`src/sv/lps_ram.sv`:
```
// Generic single-write, single-read RAM with a registered read port.
// Used for the composite flags and the prime list. No dependencies.
module lps_ram #(
  parameter int unsigned WIDTH = 8,
  parameter int unsigned DEPTH = 16
) (
  input  logic                     clk,
  input  logic                     we,
  input  logic [$clog2(DEPTH)-1:0] waddr,
  input  logic [WIDTH-1:0]         wdata,
  input  logic [$clog2(DEPTH)-1:0] raddr,
  output logic [WIDTH-1:0]         rdata
);

  logic [WIDTH-1:0] mem [DEPTH];

  always_ff @(posedge clk) begin
    if (we) begin
      mem[waddr] <= wdata;
    end
    rdata <= mem[raddr];
  end

endmodule

```
`config.mk`:
```
export PLATFORM = sky130hd
export DESIGN_NAME = lps_ram
export DESIGN_NICKNAME = d
export VERILOG_FILES = /design/src/sv/lps_ram.sv
export SDC_FILE = /design/constraint.sdc
export NUM_CORES = 1
export LEC_CHECK = 0
export ABC_AREA = 0
export ABC_CLOCK_PERIOD_IN_PS = 2250
export BUFFER_PORTS_ARGS = -buffer_cell sky130_fd_sc_hd__buf_4
export CAP_MARGIN = 15
export CORE_UTILIZATION = 45
export DETAILED_ROUTE_END_ITERATION = 12
export SETUP_SLACK_MARGIN = 0.02
export SYNTH_ARGS = -nofsm -noshare
export SYNTH_HDL_FRONTEND = slang
export SYNTH_SLANG_ARGS = --single-unit
export TNS_END_PERCENT = 1
```
`constraint.sdc`:
```
create_clock -name clk -period 2.25 [get_ports clk]
set_input_delay 0.225 -clock clk [delete_from_list [all_inputs] [get_ports clk]]
set_output_delay 0.225 -clock clk [all_outputs]
set_load 0.05 [all_outputs]
```
# After elaboration in Yosys (flattened, before gate mapping)
# Memory sizes are Yosys's and may differ from the RTL's. A register that Yosys moved wholly into a read port is not among the register bits.
# Cells that the tools add are included.
# Widths: inputs -> output; s select.
# op_classes
addsub	0
n_mul	0
div_mod_pow	0
magnitude_cmp	0
n_eq_ne	0
n_shift	0
n_mux	2
bitwise_logic	0
reduce_logical	0
# op_table
cell	count
$mux 1	2
# totals
reg_bits	0
latch_bits	0
ramBits	128
rom_bits	0
output_inout_bits	8
mem_count	1
# mem_list
name	depth	word_bits	rd	rd_clocked_by_memory_dff	write_ports	line	text
mem	16	8	1	1	1	15	logic [WIDTH-1:0] mem [DEPTH];

# Longest topological paths before layout
# logic_depth
depth_word	2
depth_mapped	5
depth_no_buf	3

# Least setup slack after synthesis
# OpenSTA, ideal clock, no wires.
# synth_path
kind	input port to flip-flop
startpoint	input port waddr[2]
endpoint	memory mem[0][0] (enable)
arrival_time_ns	1.335
setup_slack_ns	0.532
cell_stages	2
cell_sequence	or3b_2 nor3_1
# synth_lines
item	line	text
from (decl)	9	input logic [$clog2(DEPTH)-1:0] waddr,
to (decl)	15	
# No word-level cell before the write port.

==> results <==
- Buffers added to address setup during post-CTS repair amount to 0.
- The count of buffers from port buffering is 25.
- Yosys mapped the design onto 19 distinct sky130hd cell types.
- The number of hold-slack violations in the final timing report is 0.
- Once routing completed, OpenROAD measured the worst setup slack at 922 ps.
- After synthesis, the largest family of logic cells by area is multiplexers.
- For this run, the register share of the synthesized area comes to 0.778.
- The DRC violations left is 0.
- The post-CTS resize count is 0.
- The number of antenna violations at the first check in global routing is 0.
- Wires add up to 9880 um.
- The post-route clock skew is 6.06 ps.
- The number of nets in the synthesized netlist is 247.
- STA puts the critical path data required time at 2540 ps.
- The fmax is 753 MHz.
- The number of H-tree branching levels is 4.
- The count of standard-cell rows is 38.
- TritonCTS built the clock tree.
- The post-synth design cell area is 5150 sq um.
- The starting utilization of the core area is 0.469.
- The average instance in the mapped netlist occupies 22.5 sq um.
- Clock latency on the worst-skew pair, taken at its later pin, is 410 ps.
- The min-delay analysis places its worst path in the category in2reg.
- The count of nets after finishing is 300.
- Yosys instantiated no cell more often than edfxtp_1.
- STA classifies the critical path endpoint as a flip-flop.
- The HPWL after detailed placement is 6250 um.
- The via count of the first global-routing pass came to 2,422.
- In the finished design, the share of the clock period the worst path needs comes to 0.590.
- The fraction of the mapped netlist area in compound gates is 0.0233.
- Of the total power, the clock network draws 0.453.
- The clock tree root driver cell is clkbuf_16.
- The number of pins exceeding their max-slew limit in the final report is 0.
- The final-report setup violation count is 0.
- The critical-path maximum fanout is 1.
- Data on the critical path arrives at its endpoint at 1620 ps.
- Clock tree synthesis inserted a total of 17 buffers.
- Of the total synthesized cell area, the portion taken by AND, OR, NAND and NOR gates is 0.0318.
- After detailed routing, the average wire length per cell comes to 22.7 um.
- The overall overflow remaining after global route is 0.
- The synthesized design contains 136 register bits.
- Setup repair after global routing left no endpoint under its margin.
- For this design the ratio of total power to cell area is 946 nW/um^2.
- For this run, the leading register cell type out of synthesis is edfxtp_1.
- The analysis attributes to cell leakage a power of 0.00209 uW.
- The instance count of the mapped netlist is 229.
- The post-synthesis adder-cell area fraction is 0.
- The total clock sinks is 136.
- After clock tree synthesis, the clock-pin slew on the worst setup and hold paths is 50 ps.
- The share of total power dissipated in sequential elements is 0.490.
- Summed over all instances, the cell type with the most area after synthesis is edfxtp_1.
- By startpoint and endpoint, the worst setup path is classified as reg2reg.
- The count of routing violations after the opening detailed-route iteration is 217.
- The share of total power dissipated in combinational logic is 0.057.
- The first-pass GRT wire length is 14,700 um.
- Routability-driven placement finished with a final weighted congestion of 0.736.
- The antenna diode instance count is 0.
- The switching share of power is 0.201.
- The first-pass iteration count of the detailed router is 5.
- By area the synthesized netlist is led by edfxtp_1 75%, mux4_2 7.9%, mux4_1 7.1%.
- The fraction of synthesized cell area taken by the top area cell type is 0.747.
- The post-synthesis mux area share is 0.150.
- The final instance area is 6150 sq um.
- Compared with the post-synthesis result, the final layout area differs by 19.5%.
- The die height is 109 um.
- The average vias per placed instance is 5.50.
- The core region is 11,000 sq um.
- At the pin with the least slew margin, the transition time is 774 ps.
- The worst slew margin relative to its limit is 0.482.
- The maximum VDD drop is 0.420 mV.
- The number of enable-type register cells in the synthesized netlist is 128.
- The largest net degree at the start of global routing is 33.
- The run finished with clean final reports.
- Counting along the longest clock path gives a buffer depth of 2.
- Across the run, the number of max-cap violations was 0.
- The total I/O pin count is 26.
- In this run, post-CTS hold repair placed 0 buffers.
- The share of flip-flops with an asynchronous set or reset is 0.
- The post-route minimum period is 1330 ps.
- The total placed instance area is 5580 sq um.
- The routed layout has 2,391 vias.
- The analysis attributes to net switching a power of 1170 uW.
- Counting instances in the post-synthesis netlist gives the leading cell types as 128 x edfxtp_1, 18 x mux4_2, 16 x a22oi_1.
- The global routing usage summed across all routing layers is 0.186.
- In the final layout, the share of cells above drive strength 1 is 0.305.
- The xor-xnor portion of the synthesized cell area is 0.
- STA classifies the critical path startpoint as a flip-flop.
- The count of nets left with antenna violations once routing finished came out at 0.
- The total of warnings raised by yosys is 0.
- The horizontal extent of the die is 109 um.
- The pre-CTS setup slack is 504 ps.
- The area of the die is 11,900 sq um.
- The final setup TNS is 0 ps.
- The internal portion of total power is 4650 uW.
==> state kept, by name, indices dropped and copies added (netlist names) <==
signal	count
mem	128
rdata	8
==> cell usage in the layout, fill, tap and decap left out, types with 4 or more instances in the layout <==
cell          n
mux4_1       14
clkbuf_16    17
buf_4        43
clkinvlp_4    4
edfxtp_1    128
mux4_2       18
nand2_1       9
nor2_1       13
a22oi_1      16
nor3_1        4
dfxtp_1       8
clkbuf_1      5
==> power by group through the flow <==
stage	Clock, uW	Combinational (uW)	Sequential, uW
floorplan	0	144	2960
global placement	0	333	2900
detailed placement	0	336	2900
CTS	2680	337	2850
global route	2790	355	2850
finish	2640	331	2850
==> layer usage <==
metal | part of all wire | vias up | track usage
met4 | 0.017 | 0 | 0.0734
met1 | 0.45 | 1222 | 0.266
li1 | - | 1077 | -
met5 | 0 | - | 0
met3 | 0.057 | 13 | 0.0598
met2 | 0.48 | 79 | 0.265
==> layout make-up <==
| type | instances | area, sq um |
|---|---|---|
| Multi-Input combinational cell | 83 | 1060 |
| Tap cell | 140 | 175 |
| Fill cell | 813 | 4830 |
| Sequential cell | 136 | 4000 |
| Clock inverter | 8 | 100 |
| Timing Repair Buffer | 44 | 343 |
| Clock buffer | 24 | 472 |
==> per-stage QoR <==
step                      utilization  hold WS, ps  total power, uW  std cells
after floorplan                     -          324             3100        229
after global placement          0.508          526             3230        403
after detailed placement        0.508          527             3240        403
after CTS                       0.560         96.4             5870        435
after global routing            0.560          123             6000        435
final                           0.560          112             5820        435
==> path summary, 6_finish.rpt <==
check / cells past startpoint / slack [ps] / start / endpoint
setup / recovery: 3 / 920 / mem[3][7] / rdata[7]
hold / removal: 1 / 110 / wdata[2] / mem[15][2]
setup reg to reg: 3 / 920 / mem[3][7] / rdata[7]
hold reg to reg: 3 / 670 / mem[14][4] / rdata[4]
==> kinds of logic after synthesis <==
kind of cell,count (synthesis)
simple gates,35
mux,32
compound gates,16
buf+inv,10
flops,136
==> critical path, stage by stage, from the launching register on <==
cell      delay (ps)
edfxtp_1         350
mux4_2           470
a22oi_1          300
nand2_1          100
No activity file was read; power rests on OpenSTA's default activity.
